## config.mk

```make
export PLATFORM = sky130hd
export DESIGN_NAME = svpd_scale
export DESIGN_NICKNAME = d
export VERILOG_FILES = /design/src/design/svpd_pkg.sv /design/src/design/svpd_scale.sv
export SDC_FILE = /design/constraint.sdc
export NUM_CORES = 2
export LEC_CHECK = 0
export ABC_AREA = 1
export BUFFER_PORTS_ARGS = -buffer_cell sky130_fd_sc_hd__buf_2
export CAP_MARGIN = 10
export CORE_MARGIN = 3
export CORE_UTILIZATION = 56
export CTS_CLUSTER_DIAMETER = 120
export DETAILED_ROUTE_END_ITERATION = 6
export PLACE_DENSITY = 0.76
export SYNTH_ARGS = -nofsm -noshare
export SYNTH_HDL_FRONTEND = slang
export SYNTH_SLANG_ARGS = --single-unit
```

## constraint.sdc

```tcl
create_clock -name i_clk -period 12.5 [get_ports i_clk]
set_input_delay 0 -clock i_clk [delete_from_list [all_inputs] [get_ports i_clk]]
set_output_delay 0 -clock i_clk [all_outputs]
set_load 0.05 [all_outputs]
```

## src/design/svpd_pkg.sv

```systemverilog
`timescale 1ns / 1ps
// ----------------------------------------------------------------------------
// svpd_pkg
// Shared types and constants of the space vector PWM duty pipeline.
// ----------------------------------------------------------------------------
package svpd_pkg;

    // angle word width; bits 15:14 give the quadrant
    localparam int ANGLE_BITS          = 16;
    localparam int SINE_TABLE_BITS_DEF = 10;
    localparam int COUNT_BITS          = 16;

    localparam longint unsigned HALF_PI_Q30 = 64'd1686629713;

    localparam logic [16:0] SQRT3_Q16    = 17'd113512;
    localparam logic [15:0] DUTY_MAX_Q16 = 16'd58982;
    localparam logic [15:0] PWM_PERIOD_RESET = 16'd1000;

    // compare count cap, 2^COUNT_BITS - 1 seen through a 16-bit port
    localparam int COUNT_CAP_BITS = (COUNT_BITS < 16) ? COUNT_BITS : 16;
    localparam logic [15:0] COUNT_CAP = 16'((32'd1 << COUNT_CAP_BITS) - 32'd1);

    // sector from {beta > 0, steep, alpha > 0}
    localparam logic [2:0] SECTOR_OF_K [8] = '{
        3'd4, 3'd6, 3'd5, 3'd5, 3'd3, 3'd1, 3'd2, 3'd2
    };

    // sin and cos of k * 60 degrees, Q2.16
    localparam logic signed [17:0] SIN60K [7] = '{
        18'sd0, 18'sd56756, 18'sd56756, 18'sd0, -18'sd56756, -18'sd56756, 18'sd0
    };
    localparam logic signed [17:0] COS60K [7] = '{
        18'sd65536, 18'sd32768, -18'sd32768, -18'sd65536, -18'sd32768, 18'sd32768,
        18'sd65536
    };

    // switching vectors, bit 0 = U, bit 1 = V, bit 2 = W
    localparam logic [2:0] SWITCH_VEC [6] = '{
        3'b001, 3'b011, 3'b010, 3'b110, 3'b100, 3'b101
    };

    typedef struct packed {
        logic [16:0]        sin_mag;
        logic [16:0]        cos_mag;
        logic               sin_neg;
        logic               cos_neg;
        logic signed [15:0] volt_d;
        logic signed [15:0] volt_q;
    } t_trig;

    typedef struct packed {
        logic signed [18:0] alpha;
        logic signed [18:0] beta;
    } t_ab;

    typedef struct packed {
        logic [2:0][15:0] duty;
        logic [2:0]       sector;
    } t_duty;

endpackage

```

## src/design/svpd_scale.sv

```systemverilog
`timescale 1ns / 1ps
// ----------------------------------------------------------------------------
// svpd_scale
// Scale duties by the PWM period into compare counts; output register.
// ----------------------------------------------------------------------------
module svpd_scale (
    input  logic            i_clk,
    input  logic            i_rst_n,
    input  logic            i_valid,
    output logic            o_ready,
    input  svpd_pkg::t_duty i_duty,
    input  logic [15:0]     i_period,
    output logic            o_valid,
    input  logic            i_ready,
    output logic [15:0]     o_compare_u,
    output logic [15:0]     o_compare_v,
    output logic [15:0]     o_compare_w,
    output logic [2:0]      o_sector_num
);

    import svpd_pkg::*;

    logic w_en1;
    logic w_en2;
    logic r_v1;
    logic r_v2;

    assign w_en2   = !r_v2 || i_ready;
    assign w_en1   = !r_v1 || w_en2;
    assign o_ready = w_en1;

    always_ff @(posedge i_clk) begin
        if (!i_rst_n) begin
            r_v1 <= 1'b0;
            r_v2 <= 1'b0;
        end else begin
            if (w_en1) begin
                r_v1 <= i_valid;
            end
            if (w_en2) begin
                r_v2 <= r_v1;
            end
        end
    end

    logic [2:0][31:0] r1_prod;
    logic [2:0]       r1_sec;

    always_ff @(posedge i_clk) begin
        if (w_en1) begin
            for (int ph = 0; ph < 3; ph++) begin
                r1_prod[ph] <= 32'(i_duty.duty[ph]) * 32'(i_period);
            end
            r1_sec <= i_duty.sector;
        end
    end

    logic [2:0][15:0] w_cnt;
    logic [2:0][15:0] r2_cnt;
    logic [2:0]       r2_sec;

    always_comb begin
        for (int ph = 0; ph < 3; ph++) begin
            w_cnt[ph] = (r1_prod[ph][31:16] > COUNT_CAP) ? COUNT_CAP : r1_prod[ph][31:16];
        end
    end

    always_ff @(posedge i_clk) begin
        if (w_en2) begin
            r2_cnt <= w_cnt;
            r2_sec <= r1_sec;
        end
    end

    assign o_valid      = r_v2;
    assign o_compare_u  = r2_cnt[0];
    assign o_compare_v  = r2_cnt[1];
    assign o_compare_w  = r2_cnt[2];
    assign o_sector_num = r2_sec;

endmodule
```

==> impl_metrics.tcl <==
set metrics [dict create \
    min_path_cells 2 \
    areaGrowthSynthToFinish_pct 4.34 \
    synth_area_mm2 0.0297 \
    cts_root_buf "clkbuf_16" \
    yosysUniqueCellTypes 31 \
    busiest_layer "met2" \
    drtIter0Drc 1523 \
    cts_buffers 9 \
    fillers 4645 \
    multi_input_area_mm2 0.0218 \
    pin_count 124 \
    min_path_type "primary input to flip-flop" \
    antennaDiodeCount 0 \
    crit_chain "buf_2 -> nand2_1 -> fa_1 -> fa_1 -> fa_1 -> inv_1 -> fa_1 -> fa_1 -> inv_1 -> fa_1 -> inv_1 -> ha_1 -> a21oi_1 -> o21ai_0 -> a21oi_1 -> nor2_1 -> nor2_1 -> nand2_1 -> nand2_1 -> nand2_1" \
    num_rows 83 \
    r2r_cells 3 \
    via_count 23300 \
    routed_wl_um 70500 \
    drv_slew 0 \
    fin_setup_tns_ns 0 \
    r2r-end "r_v1" \
    tightestPinTransition_ns 1.22 \
    place_area_mm2 0.0306 \
    grt_start_max_net_pins 54 \
    start_util 0.572 \
    core_area_mm2 0.0518 \
    io_buffers 123 \
    rrSetupSlack_ns 10.41 \
    htreeDepth 3 \
    worstReg2RegStart "o_valid" \
    maxSlewHeadroom 0.187 \
    clk_path_buf_depth 2 \
    path_class "primary input to flip-flop" \
    drive_above_1_share 0.0425 \
    postLayoutCellArea_mm2 0.0309 \
    maxCapViolations 0 \
    syn_nets 4756 \
    nNetsFinal 4738 \
    required_ns 12.66 \
    holdWs_ns 0.312 \
    critPathMostFrequentCell "fa_1" \
    cpMaxStageDelayCell "buf_2" \
    crit_fanout 48 \
    period_minus_slack_ns 5.59 \
    dr.pass1.iters 7 \
    first_global_vias 24600 \
    wire_per_inst_um 15.8 \
    drc_errors 0 \
    rsz0062_at_grt "false" \
    ys_warn_count 0 \
    ys_seq_area_frac 0.105 \
    worst-path-buf-inv 4 \
    synthCells 3803 \
    overflow 0 \
    clock_latency_ns 0.41 \
    grt_pass1_wl_um 121000 \
    ys_ff_latch 104 \
    seqCellArea_mm2 0.00310 \
    gp_congestion 0.947 \
    clock-sinks 104 \
    status "finished, final reports clean" \
    use_met2 0.450 \
    critPathCaptureType "flip-flop" \
    place_hpwl_um 55500 \
    die_area_mm2 0.0558 \
    die_w_um 236 \
    hold_viol 0 \
    clock_skew_ns 0.0144 \
    cpPeakStageDelay_ns 0.88 \
    arrival_ns 5.75 \
    critPathTopFamily "adder cells" \
    syn_area_per_cell_um2 7.80 \
    fin_crit_sh 0.448 \
    cts-resized-gates 0 \
    met3_usage 0.0483 \
    max_freq_mhz 179 \
    cp-start-kind "primary input" \
    path_clk_slew_ns 0.07 \
    detail-route-antenna-nets 0 \
    antenna_found_initial 1 \
    setup_viol 0 \
    cts_tree "yes" \
    holdPathEnd "r1_sec[1]" \
    grt_usage 0.267 \
    min_from "i_duty[1]" \
    grtUsageMet1 0.356 \
    viasPerCell 5.20 \
    die_h_um 236 \
]
cell type report:
class | count | share of cell area
Tap cell | 680 | 0.0275
Sequential cell | 104 | 0.100
Multi-Input combinational cell | 2441 | 0.706
Timing Repair Buffer | 141 | 0.0247
Clock inverter | 7 | 0.00239
Inverter | 1088 | 0.132
Clock buffer | 9 | 0.00728
what timing repair did:
item	4_1_cts	5_1_grt
endpoints found under the hold margin	5	0
buffers inserted	0	0
hold buffers	6	0
cells in the final DEF, fill, tap and decap left out, drive strengths merged, types with 2 or more instances in the layout:
cell	Yosys	layout
nor4	6	6
clkinv	0	4
o21ai	64	64
nand4	10	10
nor3	23	23
fa	579	579
a21oi	105	105
inv	1088	1091
nor2	142	142
clkbuf	150	9
ha	303	303
dfxtp	2	2
xnor2	4	4
a31oi	2	2
edfxtp	102	102
xor2	13	13
nand3	67	67
nand2	1095	1095
o21bai	4	4
dlygate4sd3	0	6
a21o	17	17
o211ai	4	4
buf	20	135
cells by family after synthesis:
group	count (synthesis)	share of synthesized area
xor+xnor	17	0.00502
flops	104	0.105
buf+inv	1258	0.159
compound gates	197	0.0358
fa+ha+maj	882	0.519
simple gates	1345	0.177
synthesized netlist by cell type:
cell / n / area [um^2]
ha_1: 303 / 3790
nor3_1: 23 / 115
o21ai_2: 2 / 17.5
o211ai_1: 4 / 30.0
nand3_1: 67 / 335
a31oi_1: 2 / 12.5
nor2_2: 1 / 6.26
buf_2: 1 / 5.00
o21ai_1: 4 / 20.0
a21oi_1: 105 / 526
fa_1: 579 / 11600
buf_4: 1 / 7.51
nor2_4: 2 / 22.5
o21bai_1: 4 / 30.0
buf_1: 18 / 67.6
and2_1: 1 / 6.26
o21ai_0: 58 / 290
clkbuf_1: 150 / 563
o21a_1: 1 / 7.51
xor2_1: 13 / 114
nor2_1: 139 / 522
nand2_2: 4 / 25.0
nand3b_1: 1 / 7.51
inv_1: 1088 / 4080
nor4_1: 6 / 37.5
dfxtp_1: 2 / 40.0
nand2_1: 1091 / 4100
edfxtp_1: 102 / 3060
a21o_1: 17 / 128
nand4_1: 10 / 62.6
xnor2_1: 4 / 35.0
how the worst max path moves through the flow:
stage           startpoint  cells past startpoint          end  slack (ns)
6_report       i_period[2]                     20  r1_prod[62]        6.91
2_1_floorplan  i_period[7]                     23  r1_prod[59]        7.38
5_1_grt        i_period[2]                     20  r1_prod[62]        6.58
3_5_place_dp   i_period[2]                     20  r1_prod[62]        6.56
3_3_place_gp   i_period[2]                     20  r1_prod[62]        6.63
4_1_cts        i_period[2]                     20  r1_prod[62]        6.97
per-stage QoR:
stage	instances	util	setup slack [ns]
finish	4470	0.597	6.91
global route	4470	0.597	6.58
CTS	4470	0.597	6.97
detailed placement	4448	0.590	6.56
global placement	4448	0.590	6.63
floorplan	3803	-	7.38
flip-flops by register name, indices dropped and copies added (netlist names):
signal,count
r1_sec,3
o_compare_v,16
o_sector_num,3
r_v1,1
o_compare_w,16
o_compare_u,16
r1_prod,48
o_valid,1
per-layer routing:
metal / wire length [um] / part of all wire / up-vias
met5: 13 / 0.00018 / -
met4: 1920 / 0.027 / 2
met3: 5390 / 0.076 / 160
met2: 33600 / 0.48 / 853
met1: 29500 / 0.42 / 11300
li1: - / - / 10900
Power is left out: the tool's default activity adds up to more than one toggle a clock period on the data nets, which glitch-free logic cannot reach.
