File: src/design/svpd_pkg.sv
`timescale 1ns / 1ps
// ----------------------------------------------------------------------------
// svpd_pkg
// Shared types and constants of the space vector PWM duty pipeline.
// ----------------------------------------------------------------------------
package svpd_pkg;

    // angle word width; bits 15:14 give the quadrant
    localparam int ANGLE_BITS          = 16;
    localparam int SINE_TABLE_BITS_DEF = 10;
    localparam int COUNT_BITS          = 16;

    localparam longint unsigned HALF_PI_Q30 = 64'd1686629713;

    localparam logic [16:0] SQRT3_Q16    = 17'd113512;
    localparam logic [15:0] DUTY_MAX_Q16 = 16'd58982;
    localparam logic [15:0] PWM_PERIOD_RESET = 16'd1000;

    // compare count cap, 2^COUNT_BITS - 1 seen through a 16-bit port
    localparam int COUNT_CAP_BITS = (COUNT_BITS < 16) ? COUNT_BITS : 16;
    localparam logic [15:0] COUNT_CAP = 16'((32'd1 << COUNT_CAP_BITS) - 32'd1);

    // sector from {beta > 0, steep, alpha > 0}
    localparam logic [2:0] SECTOR_OF_K [8] = '{
        3'd4, 3'd6, 3'd5, 3'd5, 3'd3, 3'd1, 3'd2, 3'd2
    };

    // sin and cos of k * 60 degrees, Q2.16
    localparam logic signed [17:0] SIN60K [7] = '{
        18'sd0, 18'sd56756, 18'sd56756, 18'sd0, -18'sd56756, -18'sd56756, 18'sd0
    };
    localparam logic signed [17:0] COS60K [7] = '{
        18'sd65536, 18'sd32768, -18'sd32768, -18'sd65536, -18'sd32768, 18'sd32768,
        18'sd65536
    };

    // switching vectors, bit 0 = U, bit 1 = V, bit 2 = W
    localparam logic [2:0] SWITCH_VEC [6] = '{
        3'b001, 3'b011, 3'b010, 3'b110, 3'b100, 3'b101
    };

    typedef struct packed {
        logic [16:0]        sin_mag;
        logic [16:0]        cos_mag;
        logic               sin_neg;
        logic               cos_neg;
        logic signed [15:0] volt_d;
        logic signed [15:0] volt_q;
    } t_trig;

    typedef struct packed {
        logic signed [18:0] alpha;
        logic signed [18:0] beta;
    } t_ab;

    typedef struct packed {
        logic [2:0][15:0] duty;
        logic [2:0]       sector;
    } t_duty;

endpackage

File: src/design/svpd_park.sv
`timescale 1ns / 1ps
// ----------------------------------------------------------------------------
// svpd_park
// Inverse Park transform: rotate the d/q command into alpha/beta.
// ----------------------------------------------------------------------------
module svpd_park (
    input  logic            i_clk,
    input  logic            i_rst_n,
    input  logic            i_valid,
    output logic            o_ready,
    input  svpd_pkg::t_trig i_trig,
    output logic            o_valid,
    input  logic            i_ready,
    output svpd_pkg::t_ab   o_ab
);

    import svpd_pkg::*;

    logic w_en1;
    logic w_en2;
    logic r_v1;
    logic r_v2;

    assign w_en2   = !r_v2 || i_ready;
    assign w_en1   = !r_v1 || w_en2;
    assign o_ready = w_en1;

    always_ff @(posedge i_clk) begin
        if (!i_rst_n) begin
            r_v1 <= 1'b0;
            r_v2 <= 1'b0;
        end else begin
            if (w_en1) begin
                r_v1 <= i_valid;
            end
            if (w_en2) begin
                r_v2 <= r_v1;
            end
        end
    end

    // stage 1: signed sine/cosine and the four products
    logic signed [17:0] w_sin_pos;
    logic signed [17:0] w_cos_pos;
    logic signed [17:0] w_sin;
    logic signed [17:0] w_cos;
    logic signed [15:0] w_d;
    logic signed [15:0] w_q;
    logic signed [33:0] r1_dc;
    logic signed [33:0] r1_qs;
    logic signed [33:0] r1_ds;
    logic signed [33:0] r1_qc;

    assign w_sin_pos = signed'({1'b0, i_trig.sin_mag});
    assign w_cos_pos = signed'({1'b0, i_trig.cos_mag});
    assign w_sin     = i_trig.sin_neg ? -w_sin_pos : w_sin_pos;
    assign w_cos     = i_trig.cos_neg ? -w_cos_pos : w_cos_pos;
    assign w_d       = i_trig.volt_d;
    assign w_q       = i_trig.volt_q;

    always_ff @(posedge i_clk) begin
        if (w_en1) begin
            r1_dc <= w_d * w_cos;
            r1_qs <= w_q * w_sin;
            r1_ds <= w_d * w_sin;
            r1_qc <= w_q * w_cos;
        end
    end

    // stage 2: sum and round to Q2.16
    logic signed [34:0] w_sum_a;
    logic signed [34:0] w_sum_b;
    logic signed [18:0] r2_alpha;
    logic signed [18:0] r2_beta;

    assign w_sum_a = 35'(r1_dc) - 35'(r1_qs) + 35'sd16384;
    assign w_sum_b = 35'(r1_ds) + 35'(r1_qc) + 35'sd16384;

    always_ff @(posedge i_clk) begin
        if (w_en2) begin
            r2_alpha <= 19'(w_sum_a >>> 15);
            r2_beta  <= 19'(w_sum_b >>> 15);
        end
    end

    assign o_valid    = r_v2;
    assign o_ab.alpha = r2_alpha;
    assign o_ab.beta  = r2_beta;

endmodule

File: config.mk
export PLATFORM = sky130hd
export DESIGN_NAME = svpd_park
export DESIGN_NICKNAME = d
export VERILOG_FILES = /design/src/design/svpd_pkg.sv /design/src/design/svpd_park.sv
export SDC_FILE = /design/constraint.sdc
export NUM_CORES = 2
export LEC_CHECK = 0
export ABC_AREA = 0
export BUFFER_PORTS_ARGS = -buffer_cell sky130_fd_sc_hd__buf_4
export CAP_MARGIN = 20
export CORE_MARGIN = 4
export CORE_UTILIZATION = 55
export DETAILED_ROUTE_END_ITERATION = 8
export HOLD_SLACK_MARGIN = 0.1
export PLACE_DENSITY_LB_ADDON = 0.12
export SETUP_SLACK_MARGIN = 0.1
export SYNTH_ARGS = -nofsm -noshare
export SYNTH_HDL_FRONTEND = slang
export SYNTH_SLANG_ARGS = --single-unit
File: constraint.sdc
create_clock -name i_clk -period 9.93 [get_ports i_clk]
set_clock_uncertainty 0.2 [all_clocks]
set_input_delay 0.4965 -clock i_clk [delete_from_list [all_inputs] [get_ports i_clk]]
set_output_delay 0.4965 -clock i_clk [all_outputs]
set_load 0.01 [all_outputs]
==> summary.md <==
| Metric | Value |
|---|---|
| Crit path launch type | primary input |
| Syn nets | roughly 7400 |
| Yosys cell types | 75 |
| Inserted Diodes | 0 |
| Origin of the critical flop-to-flop path | r1_ds[2]$_DFFE_PP_ |
| H-tree Lvls | 4 |
| Starting density of the core | around 56% |
| Final setup viols | 0 |
| Final worst setup slack | 1020 ps |
| I/O Buffers | between 100 and 150 |
| Worst setup path end | r1_dc[33]$_DFFE_PP_ |
| Synth top area cells | fa_1 44%, ha_1 11%, inv_1 10% |
| Vias in the first global route | slightly above 40000 |
| TritonCTS clock tree | done |
| Status | finished clean |
| Fraction of registers with async set/reset | 0% |
| TritonCTS Buffers | 17 |
| Metal2 WL | between 60000 and 70000 µm |
| Vias/cell | ~5.4 |
| Synthesis Warnings | 0 |
| Mapped cell area | 52900 µm² |
| FF-to-FF path depth | 11 |
| Post-synth top flop | edfxtp_1 |
| WL per Instance | 19.6 µm |
| Post_cts resized | 0 |
| Buf/Inv on CP | 7 |
| R2R Path End | r2_beta[17]$_DFFE_PP_ |
| Hold WS | roughly 170 ps |
| Final hold violations | 0 |
| Max frequency | between 100 and 150 MHz |
| Max_cap viols | 0 |
| Period minus WS final | approximately 8900 ps |
| Min-Delay Startpoint | i_ready |
| Hold_buf cts | 2 |
| Count leader, synth | inv_1 |
| Worst min-delay path class | primary input to register |
| Postcts setup bufs | 0 |
| Worst-margin pin slew | approximately 1100 ps |
| Worst-Skew Late Latency | 510 ps |
| Dpl hpwl | around 110000 µm |
| Number of synthesized register bits | between 150 and 200 |
| Post-DP Area | ~55000 µm² |
| Grt total ovfl | 0 |
| Tot GR Track Use | between 20 and 30% |
| Unrepaired setup endpoints after global routing | false |
| Post-synth EDFFs | about 170 |
| Register area share after synthesis | around a tenth |
| Core Region | around 95000 µm² |
| Worst Setup SP | i_trig[34] |
| Routed wire length on met3 | 7640 µm |
| Critical path depth | 28 |
| Layout area overhead | 5.52% |
| CTS clk-pin slew, worst paths | about 90 ps |
| Cell at the slowest stage of the critical path | xor2_2 |
| Chip width | around 320 µm |
| Max Slew Vio Count | 0 |
| First DRT Iteration DRCs | 2327 |
| WS Path Type | primary input to register |
| Metal1 wirelength | 57100 µm |
| Place WS | around 550 ps |
| CP max FO | 17 |
| Critical path arrival | 9030 ps |
| Ports | about 110 |
| Antenna-violating nets left | 0 |
| Required time of the worst setup path | 10050 ps |
| Fin crit share | approximately 90% |
| Die area | between 100000 and 150000 µm² |
| Global-route wire length before repair | approximately 230000 µm |
| Die H | approximately 320 µm |
| Post-route cell area | 55800 µm² |
| First-pass DRT Iterations | 5 |
| CP top delay family | adder cells |
| Slowest stage delay, CP | 740 ps |
| Largest net degree at the start of global routing | 62 |
| Antenna violations before repair | 1 |
| Final net count | 7316 |
| R2R setup slack | a little under 6000 ps |
| Crit path capture type | register |
| Layout cell share with drive strength beyond 1 | 4.66% |
| Clock Tree Root | clkbuf_16 |
| Syn_area_per_cell | between 9 and 10 µm² |
| DRC viols | 0 |
| Routed wire length | between 100000 and 150000 µm |
| Clock Sinks | around 180 |
| Routability Congestion | ~0.94 |
| CP dominant cell by count | fa_1 |
| Area share of the largest cell type after synthesis | a little over two fifths |
| Post-Syn Instances | ~5700 |
| Vias | approximately 37000 |
| Max Used Layer | met4 |
| Setup TNS | 0 ps |
| Relative slew slack | 27.7% |
| CTS max path bufs | 2 |
| Commonest cells in the netlist | 1476 x inv_1, 1160 x fa_1, 652 x nand2_1, 511 x and2_1, 472 x ha_1 |
| Most area-hungry cell type in the Yosys netlist | fa_1 |
| # rows | ~110 |
[cells by family (layout without fill, tap and decap cells)]
group / Yosys count / after routing / synth area share [%]
muxes: 2 / 2 / 0.0379
adders and majority gates: 1632 / 1632 / 55.1
buffers and inverters: 1706 / 1679 / 12.1
xor gates and xnor gates: 210 / 210 / 3.48
and+or+nand+nor: 1472 / 1472 / 13.6
AOI/OAI and AO/OA: 454 / 454 / 5.69
DFF: 176 / 176 / 9.96
[sequential cells by signal, summed over array words and instances, names as in the netlist]
name	cells
r1_ds	34
r1_qc	34
r1_dc	34
r2_alpha	19
o_valid	1
r1_qs	34
r_v1	1
r2_beta	19
[placed cells by master (no fill, tap or decap), types with 17 or more instances in the layout]
cell type / netlist / final
inv_1: 1476 / 1474
fa_1: 1160 / 1160
nand2_1: 652 / 651
and2_1: 511 / 511
ha_1: 472 / 472
edfxtp_1: 174 / 174
buf_4: 0 / 164
xnor2_1: 155 / 130
nor2_1: 129 / 129
a21oi_1: 124 / 124
o21ai_0: 80 / 78
a21o_1: 77 / 77
xor2_1: 55 / 50
nand3_1: 35 / 35
nand2b_1: 32 / 32
nor3_1: 31 / 31
xnor2_2: 0 / 23
o21a_1: 22 / 22
a211oi_1: 20 / 20
a31oi_1: 19 / 19
and3_1: 19 / 19
nor2b_1: 17 / 17
clkbuf_16: 0 / 17
[per-layer routing]
layer / vias to the layer above / global-route usage, %
li1: 16700 / -
met1: 19100 / 38.9
met2: 1114 / 46.0
met3: 221 / 3.36
met4: 0 / 13.2
met5: - / 0
[how the worst min path moves through the flow]
stage | cells after the start | to | slack [ps]
2_1_floorplan | 1 | o_valid$_SDFFE_PN0P_ | 260
3_3_place_gp | 2 | r_v1$_SDFFE_PN0P_ | 350
3_5_place_dp | 1 | o_valid$_SDFFE_PN0P_ | 360
4_1_cts | 3 | o_valid$_SDFFE_PN0P_ | 130
5_1_grt | 3 | o_valid$_SDFFE_PN0P_ | 180
6_report | 3 | o_valid$_SDFFE_PN0P_ | 170
[through the flow]
stage | util [%] | std cells
3_5_place_dp | 58.0 | 6856
5_1_grt | 58.6 | 6890
2_1_floorplan | - | 5652
3_3_place_gp | 58.0 | 6855
6_report | 58.6 | 6890
4_1_cts | 58.6 | 6890
[worst reg2reg max path, delay by kind of cell, from the launching register on]
kind,cells,cell delay [ps]
AO/OA/AOI/OAI,5,1950
AND/OR/NAND/NOR,3,660
adder cells (fa/ha/maj),2,560
flip-flops,1,380
XOR/XNOR,1,120
[final cells by class]
class	count	area (µm²)
multi-input cells	3770	41500
clock buffers	17	425
fillers	8457	39400
well taps	1265	1580
flip-flops and latches	176	5270
clock inverters	15	169
repair buffers	171	1350
inverters	1476	5540
Power is left out: the tool's default activity adds up to more than one toggle a clock period on the data nets, which glitch-free logic cannot reach.
