File: src/design/svpd_pkg.sv
`timescale 1ns / 1ps
// ----------------------------------------------------------------------------
// svpd_pkg
// Shared types and constants of the space vector PWM duty pipeline.
// ----------------------------------------------------------------------------
package svpd_pkg;

    // angle word width; bits 15:14 give the quadrant
    localparam int ANGLE_BITS          = 16;
    localparam int SINE_TABLE_BITS_DEF = 10;
    localparam int COUNT_BITS          = 16;

    localparam longint unsigned HALF_PI_Q30 = 64'd1686629713;

    localparam logic [16:0] SQRT3_Q16    = 17'd113512;
    localparam logic [15:0] DUTY_MAX_Q16 = 16'd58982;
    localparam logic [15:0] PWM_PERIOD_RESET = 16'd1000;

    // compare count cap, 2^COUNT_BITS - 1 seen through a 16-bit port
    localparam int COUNT_CAP_BITS = (COUNT_BITS < 16) ? COUNT_BITS : 16;
    localparam logic [15:0] COUNT_CAP = 16'((32'd1 << COUNT_CAP_BITS) - 32'd1);

    // sector from {beta > 0, steep, alpha > 0}
    localparam logic [2:0] SECTOR_OF_K [8] = '{
        3'd4, 3'd6, 3'd5, 3'd5, 3'd3, 3'd1, 3'd2, 3'd2
    };

    // sin and cos of k * 60 degrees, Q2.16
    localparam logic signed [17:0] SIN60K [7] = '{
        18'sd0, 18'sd56756, 18'sd56756, 18'sd0, -18'sd56756, -18'sd56756, 18'sd0
    };
    localparam logic signed [17:0] COS60K [7] = '{
        18'sd65536, 18'sd32768, -18'sd32768, -18'sd65536, -18'sd32768, 18'sd32768,
        18'sd65536
    };

    // switching vectors, bit 0 = U, bit 1 = V, bit 2 = W
    localparam logic [2:0] SWITCH_VEC [6] = '{
        3'b001, 3'b011, 3'b010, 3'b110, 3'b100, 3'b101
    };

    typedef struct packed {
        logic [16:0]        sin_mag;
        logic [16:0]        cos_mag;
        logic               sin_neg;
        logic               cos_neg;
        logic signed [15:0] volt_d;
        logic signed [15:0] volt_q;
    } t_trig;

    typedef struct packed {
        logic signed [18:0] alpha;
        logic signed [18:0] beta;
    } t_ab;

    typedef struct packed {
        logic [2:0][15:0] duty;
        logic [2:0]       sector;
    } t_duty;

endpackage

File: src/design/svpd_svm.sv
`timescale 1ns / 1ps
// ----------------------------------------------------------------------------
// svpd_svm
// Sector search, active and zero vector times, saturated phase duties.
// ----------------------------------------------------------------------------
module svpd_svm (
    input  logic            i_clk,
    input  logic            i_rst_n,
    input  logic            i_valid,
    output logic            o_ready,
    input  svpd_pkg::t_ab   i_ab,
    output logic            o_valid,
    input  logic            i_ready,
    output svpd_pkg::t_duty o_duty
);

    import svpd_pkg::*;

    localparam int NS = 6;

    logic [NS-1:0] r_v;
    logic [NS-1:0] w_en;

    always_comb begin
        w_en[NS-1] = !r_v[NS-1] || i_ready;
        for (int i = NS - 2; i >= 0; i--) begin
            w_en[i] = !r_v[i] || w_en[i+1];
        end
    end

    assign o_ready = w_en[0];

    always_ff @(posedge i_clk) begin
        if (!i_rst_n) begin
            r_v <= '0;
        end else begin
            if (w_en[0]) begin
                r_v[0] <= i_valid;
            end
            for (int i = 1; i < NS; i++) begin
                if (w_en[i]) begin
                    r_v[i] <= r_v[i-1];
                end
            end
        end
    end

    // stage 1: sqrt3 * |alpha| against |beta|
    logic [17:0]        w_aabs;
    logic [17:0]        w_babs;
    logic [34:0]        r1_prod;
    logic [17:0]        r1_babs;
    logic signed [18:0] r1_alpha;
    logic signed [18:0] r1_beta;

    assign w_aabs = i_ab.alpha[18] ? 18'(-i_ab.alpha) : 18'(i_ab.alpha);
    assign w_babs = i_ab.beta[18]  ? 18'(-i_ab.beta)  : 18'(i_ab.beta);

    always_ff @(posedge i_clk) begin
        if (w_en[0]) begin
            r1_prod  <= 35'(w_aabs) * 35'(SQRT3_Q16);
            r1_babs  <= w_babs;
            r1_alpha <= i_ab.alpha;
            r1_beta  <= i_ab.beta;
        end
    end

    // stage 2: sector
    logic               w_steep;
    logic               w_apos;
    logic               w_bpos;
    logic [2:0]         w_k;
    logic [2:0]         r2_sec;
    logic signed [18:0] r2_alpha;
    logic signed [18:0] r2_beta;

    assign w_steep = {1'b0, r1_babs, 16'd0} > r1_prod;
    assign w_apos  = !r1_alpha[18] && (r1_alpha != '0);
    assign w_bpos  = !r1_beta[18] && (r1_beta != '0);
    assign w_k     = {w_bpos, w_steep, w_apos};

    always_ff @(posedge i_clk) begin
        if (w_en[1]) begin
            r2_sec   <= SECTOR_OF_K[w_k];
            r2_alpha <= r1_alpha;
            r2_beta  <= r1_beta;
        end
    end

    // stage 3: products with the sector edge vectors
    logic [2:0]         w_prev;
    logic signed [36:0] r3_sa;
    logic signed [36:0] r3_cb;
    logic signed [36:0] r3_cpb;
    logic signed [36:0] r3_spa;
    logic [2:0]         r3_sec;

    assign w_prev = r2_sec - 3'd1;

    always_ff @(posedge i_clk) begin
        if (w_en[2]) begin
            r3_sa  <= SIN60K[r2_sec] * r2_alpha;
            r3_cb  <= COS60K[r2_sec] * r2_beta;
            r3_cpb <= COS60K[w_prev] * r2_beta;
            r3_spa <= SIN60K[w_prev] * r2_alpha;
            r3_sec <= r2_sec;
        end
    end

    // stage 4: active vector times
    logic signed [37:0] w_tm_sum;
    logic signed [37:0] w_tn_sum;
    logic signed [19:0] r4_tm;
    logic signed [19:0] r4_tn;
    logic [2:0]         r4_sec;

    assign w_tm_sum = 38'(r3_sa) - 38'(r3_cb) + 38'sd32768;
    assign w_tn_sum = 38'(r3_cpb) - 38'(r3_spa) + 38'sd32768;

    always_ff @(posedge i_clk) begin
        if (w_en[3]) begin
            r4_tm  <= 20'(w_tm_sum >>> 16);
            r4_tn  <= 20'(w_tn_sum >>> 16);
            r4_sec <= r3_sec;
        end
    end

    // stage 5: half of the zero vector time
    logic signed [20:0] w_t0;
    logic signed [20:0] w_t0_rnd;
    logic signed [19:0] r5_half0;
    logic signed [19:0] r5_tm;
    logic signed [19:0] r5_tn;
    logic [2:0]         r5_sec;

    assign w_t0     = 21'sd65536 - 21'(r4_tm) - 21'(r4_tn);
    assign w_t0_rnd = w_t0 + 21'sd1;

    always_ff @(posedge i_clk) begin
        if (w_en[4]) begin
            r5_half0 <= 20'(w_t0_rnd >>> 1);
            r5_tm    <= r4_tm;
            r5_tn    <= r4_tn;
            r5_sec   <= r4_sec;
        end
    end

    // stage 6: phase duties from the switching vectors, saturated
    logic [2:0]         w_vec_m;
    logic [2:0]         w_vec_n;
    logic [2:0]         w_next;
    logic signed [21:0] w_sum [3];
    logic [2:0][15:0]   w_duty;
    logic [2:0][15:0]   r6_duty;
    logic [2:0]         r6_sec;

    assign w_next  = (r5_sec == 3'd6) ? 3'd0 : r5_sec;
    assign w_vec_m = SWITCH_VEC[r5_sec - 3'd1];
    assign w_vec_n = SWITCH_VEC[w_next];

    always_comb begin
        for (int ph = 0; ph < 3; ph++) begin
            w_sum[ph] = 22'(r5_half0)
                      + (w_vec_m[ph] ? 22'(r5_tm) : 22'sd0)
                      + (w_vec_n[ph] ? 22'(r5_tn) : 22'sd0);
            if (w_sum[ph] < 22'sd0) begin
                w_duty[ph] = '0;
            end else if (w_sum[ph] > 22'(DUTY_MAX_Q16)) begin
                w_duty[ph] = DUTY_MAX_Q16;
            end else begin
                w_duty[ph] = 16'(w_sum[ph]);
            end
        end
    end

    always_ff @(posedge i_clk) begin
        if (w_en[5]) begin
            r6_duty <= w_duty;
            r6_sec  <= r5_sec;
        end
    end

    assign o_valid       = r_v[NS-1];
    assign o_duty.duty   = r6_duty;
    assign o_duty.sector = r6_sec;

    a_sector_range: assert property (@(posedge i_clk) disable iff (!i_rst_n)
        o_valid |-> (o_duty.sector >= 3'd1 && o_duty.sector <= 3'd6))
        else $error("sector out of range");

    a_duty_cap: assert property (@(posedge i_clk) disable iff (!i_rst_n)
        o_valid |-> (o_duty.duty[0] <= DUTY_MAX_Q16 && o_duty.duty[1] <= DUTY_MAX_Q16
                     && o_duty.duty[2] <= DUTY_MAX_Q16))
        else $error("duty above saturation limit");

endmodule

File: config.mk
export PLATFORM = sky130hd
export DESIGN_NAME = svpd_svm
export DESIGN_NICKNAME = d
export VERILOG_FILES = /design/src/design/svpd_pkg.sv /design/src/design/svpd_svm.sv
export SDC_FILE = /design/constraint.sdc
export NUM_CORES = 2
export LEC_CHECK = 0
export BUFFER_PORTS_ARGS = -buffer_cell sky130_fd_sc_hd__clkbuf_2
export CAP_MARGIN = 20
export CORE_MARGIN = 10
export CORE_UTILIZATION = 50
export CTS_BUF_LIST = sky130_fd_sc_hd__clkbuf_2 sky130_fd_sc_hd__clkbuf_4 sky130_fd_sc_hd__clkbuf_8
export CTS_CLUSTER_DIAMETER = 80
export DETAILED_ROUTE_END_ITERATION = 10
export PLACE_DENSITY_LB_ADDON = 0.08
export SETUP_SLACK_MARGIN = 0.4
export SLEW_MARGIN = 20
export SYNTH_ARGS = -nofsm -noshare
export SYNTH_HDL_FRONTEND = slang
export SYNTH_SLANG_ARGS = --single-unit
File: constraint.sdc
create_clock -name i_clk -period 9.29 [get_ports i_clk]
set_input_delay 0 -clock i_clk [delete_from_list [all_inputs] [get_ports i_clk]]
set_output_delay 0 -clock i_clk [all_outputs]
set_load 0.005 [all_outputs]
==> metrics.txt <==
DIE AREA 116000 um2; CP Capture Type flip-flop; Post-synth EDFFs 397; mapped cell area 51300 um2; fmax 121 MHz; max_cap viols 0; fin nets 6528; Worst setup SP type flip-flop; initial core utilization 0.504; status finished, final reports clean; drt wl/cell 18.4 um; Top FF cell, synth edfxtp_1; Layout Skew 0.0359 ns; # Post-CTS Setup Buffers 0; Synth async-reset ratio 0; worst-margin pin slew 1.09 ns; # H-tree levels 3; Hold Path Stages 2; number of global-route vias before repair 35900; GRT Util Overall 0.212; CP arrival 8.66 ns; dpl hpwl 103 mm; DRC 0; gp weighted congestion 0.885; # port buffers 94; largest net degree at the start of global routing 78; cells after synthesis 4863; CP required 9.67 ns; first-pass GRT wire length 195 mm; Crit-path slowest cell fa_1; largest stage delay on the critical path 0.63 ns; die width 340 um; Syn Nets 6354; post-synthesis sequential area ratio 0.235; # IOs 95; Final setup viols 0; Filler cells 9192; drt first pass iters 5; Longest Clk Path Bufs 3; die height 340 um; CTS tree built; DR vias 33600; Final Hold Viols 0; core footprint 102000 um2; vias per cell 5.21; CP Max Fanout 24; max-slew violations 0; Final TNS setup 0 ns; R2R depth 28; Mean Syn Cell Area 10.6 um2; HP Class input port to flip-flop; period utilisation layout 0.892; clock root buffer clkbuf_8; Yosys reg bits 403; Antenna Violating Nets Remaining 0; worst hold slack 0.106 ns; Clock Latency Late Sink 0.68 ns; total CTS buffers 67; Slew Limit Headroom 0.265; YS warnings 0; RSZ-0062 raised after global routing no; Crit Path Category flip-flop to flip-flop; GR Overflow Total 0; layout cells sized above 1 0.0559; Area Growth Syn to Fin 7.62%; std cell rows 117; Routed WL 119 mm; post-layout min period 8.28 ns; CTS sink count 403; Synth cell types 73; drt first-iter violations 1745; Reg clk slew, reported paths 0.06 ns; antenna violations before repair 6
## flip-flops by register name (all words and copies together), names as in the netlist, 21 cells and up
signal / cells
o_duty: 48
r3_sa: 34
r3_spa: 34
r3_cb: 21
r1_prod: 31
r3_cpb: 21
## per-stage QoR
step	area, um2	setup slack [ns]	instances	util
CTS	55200	0.827	6450	0.542
finish	55300	1.01	6452	0.542
global route	55300	0.511	6452	0.542
floorplan	51300	1.81	4863	-
global placement	53500	1.06	6293	0.525
detailed placement	53500	0.879	6293	0.525
## area by class of cell
cell class              instances  area, um2  share of cell area
clock inverters                34        253             0.00457
well taps                    1368       1710              0.0310
multi-input cells            3350      35100               0.636
clock buffers                  80       1030              0.0186
inverters                    1047       3940              0.0713
repair buffers                168       1130              0.0205
flip-flops and latches        403      12000               0.218
diodes                          2       5.00           0.0000906
## layout by cell type, fill, tap and decap left out, types with 16 or more instances in the layout
| master | count |
|---|---|
| a211oi_1 | 27 |
| a21o_1 | 80 |
| a21oi_1 | 185 |
| a31oi_1 | 26 |
| and2_1 | 99 |
| and3_1 | 36 |
| buf_4 | 31 |
| clkbuf_2 | 94 |
| clkbuf_8 | 68 |
| dlygate4sd3_1 | 43 |
| edfxtp_1 | 397 |
| fa_1 | 705 |
| ha_1 | 744 |
| inv_1 | 1044 |
| nand2_1 | 247 |
| nand2b_1 | 91 |
| nand3_1 | 57 |
| nand4_1 | 16 |
| nor2_1 | 179 |
| nor2b_1 | 68 |
| nor3_1 | 58 |
| nor4_1 | 22 |
| o211ai_1 | 16 |
| o21a_1 | 36 |
| o21ai_0 | 104 |
| o21bai_1 | 37 |
| o31ai_1 | 19 |
| or2_2 | 36 |
| xnor2_1 | 198 |
| xor2_1 | 75 |
## Yosys cell counts (27+ instances only)
master / n / share of area
a211oi_1: 27 / 0.0039
a21o_1: 80 / 0.012
a21oi_1: 185 / 0.018
and2_1: 99 / 0.012
and3_1: 36 / 0.0044
clkbuf_1: 55 / 0.0040
edfxtp_1: 397 / 0.23
fa_1: 705 / 0.27
ha_1: 744 / 0.18
inv_1: 1047 / 0.077
nand2_1: 249 / 0.018
nand2b_1: 91 / 0.011
nand3_1: 58 / 0.0057
nor2_1: 179 / 0.013
nor2b_1: 68 / 0.0083
nor3_1: 58 / 0.0057
o21a_1: 36 / 0.0053
o21ai_0: 105 / 0.010
o21bai_1: 37 / 0.0054
or2_2: 36 / 0.0044
xnor2_1: 198 / 0.034
xor2_1: 75 / 0.013
## cell families after synthesis
kind of cell             share of synthesized area
AO/OA/AOI/OAI                               0.0825
buffers and inverters                       0.0815
XOR/XNOR                                    0.0466
adder cells (fa/ha/maj)                      0.456
flip-flops                                   0.235
AND/OR/NAND/NOR                             0.0968
multiplexers                               0.00180
## worst max-delay path: cells and delay by family (launching register included)
family / cells / cell delay [ns]
buf+inv: 8 / 1.16
xor+xnor: 2 / 0.39
fa+ha+maj: 8 / 3.66
simple gates: 3 / 0.64
compound gates: 7 / 1.70
flops: 1 / 0.43
## routing by layer
metal  track usage  vias to the layer above  wire length (um)
li1              -                    16300                 -
met1         0.267                    16500             50600
met2         0.378                      617             59800
met4        0.0549                        2              3260
met5             0                        -                13
met3        0.0337                      169              5190
## what timing repair did
item                                    CTS  global route
hold endpoints to repair                 63             0
endpoints found under the setup margin    0             4
hold buffers                             43             0
gates resized for setup                   0             1
## path summary, 6_finish.rpt
kind / from / to / slack, ns
max: r2_sec[0] / r3_spa[35] / 1.01
min: i_ab[26] / r1_alpha[7] / 0.11
min reg2reg: r1_beta[3] / r2_beta[3] / 0.41
max reg2reg: r2_sec[0] / r3_spa[35] / 1.01
Power is left out: the tool's default activity adds up to more than one toggle a clock period on the data nets, which glitch-free logic cannot reach.
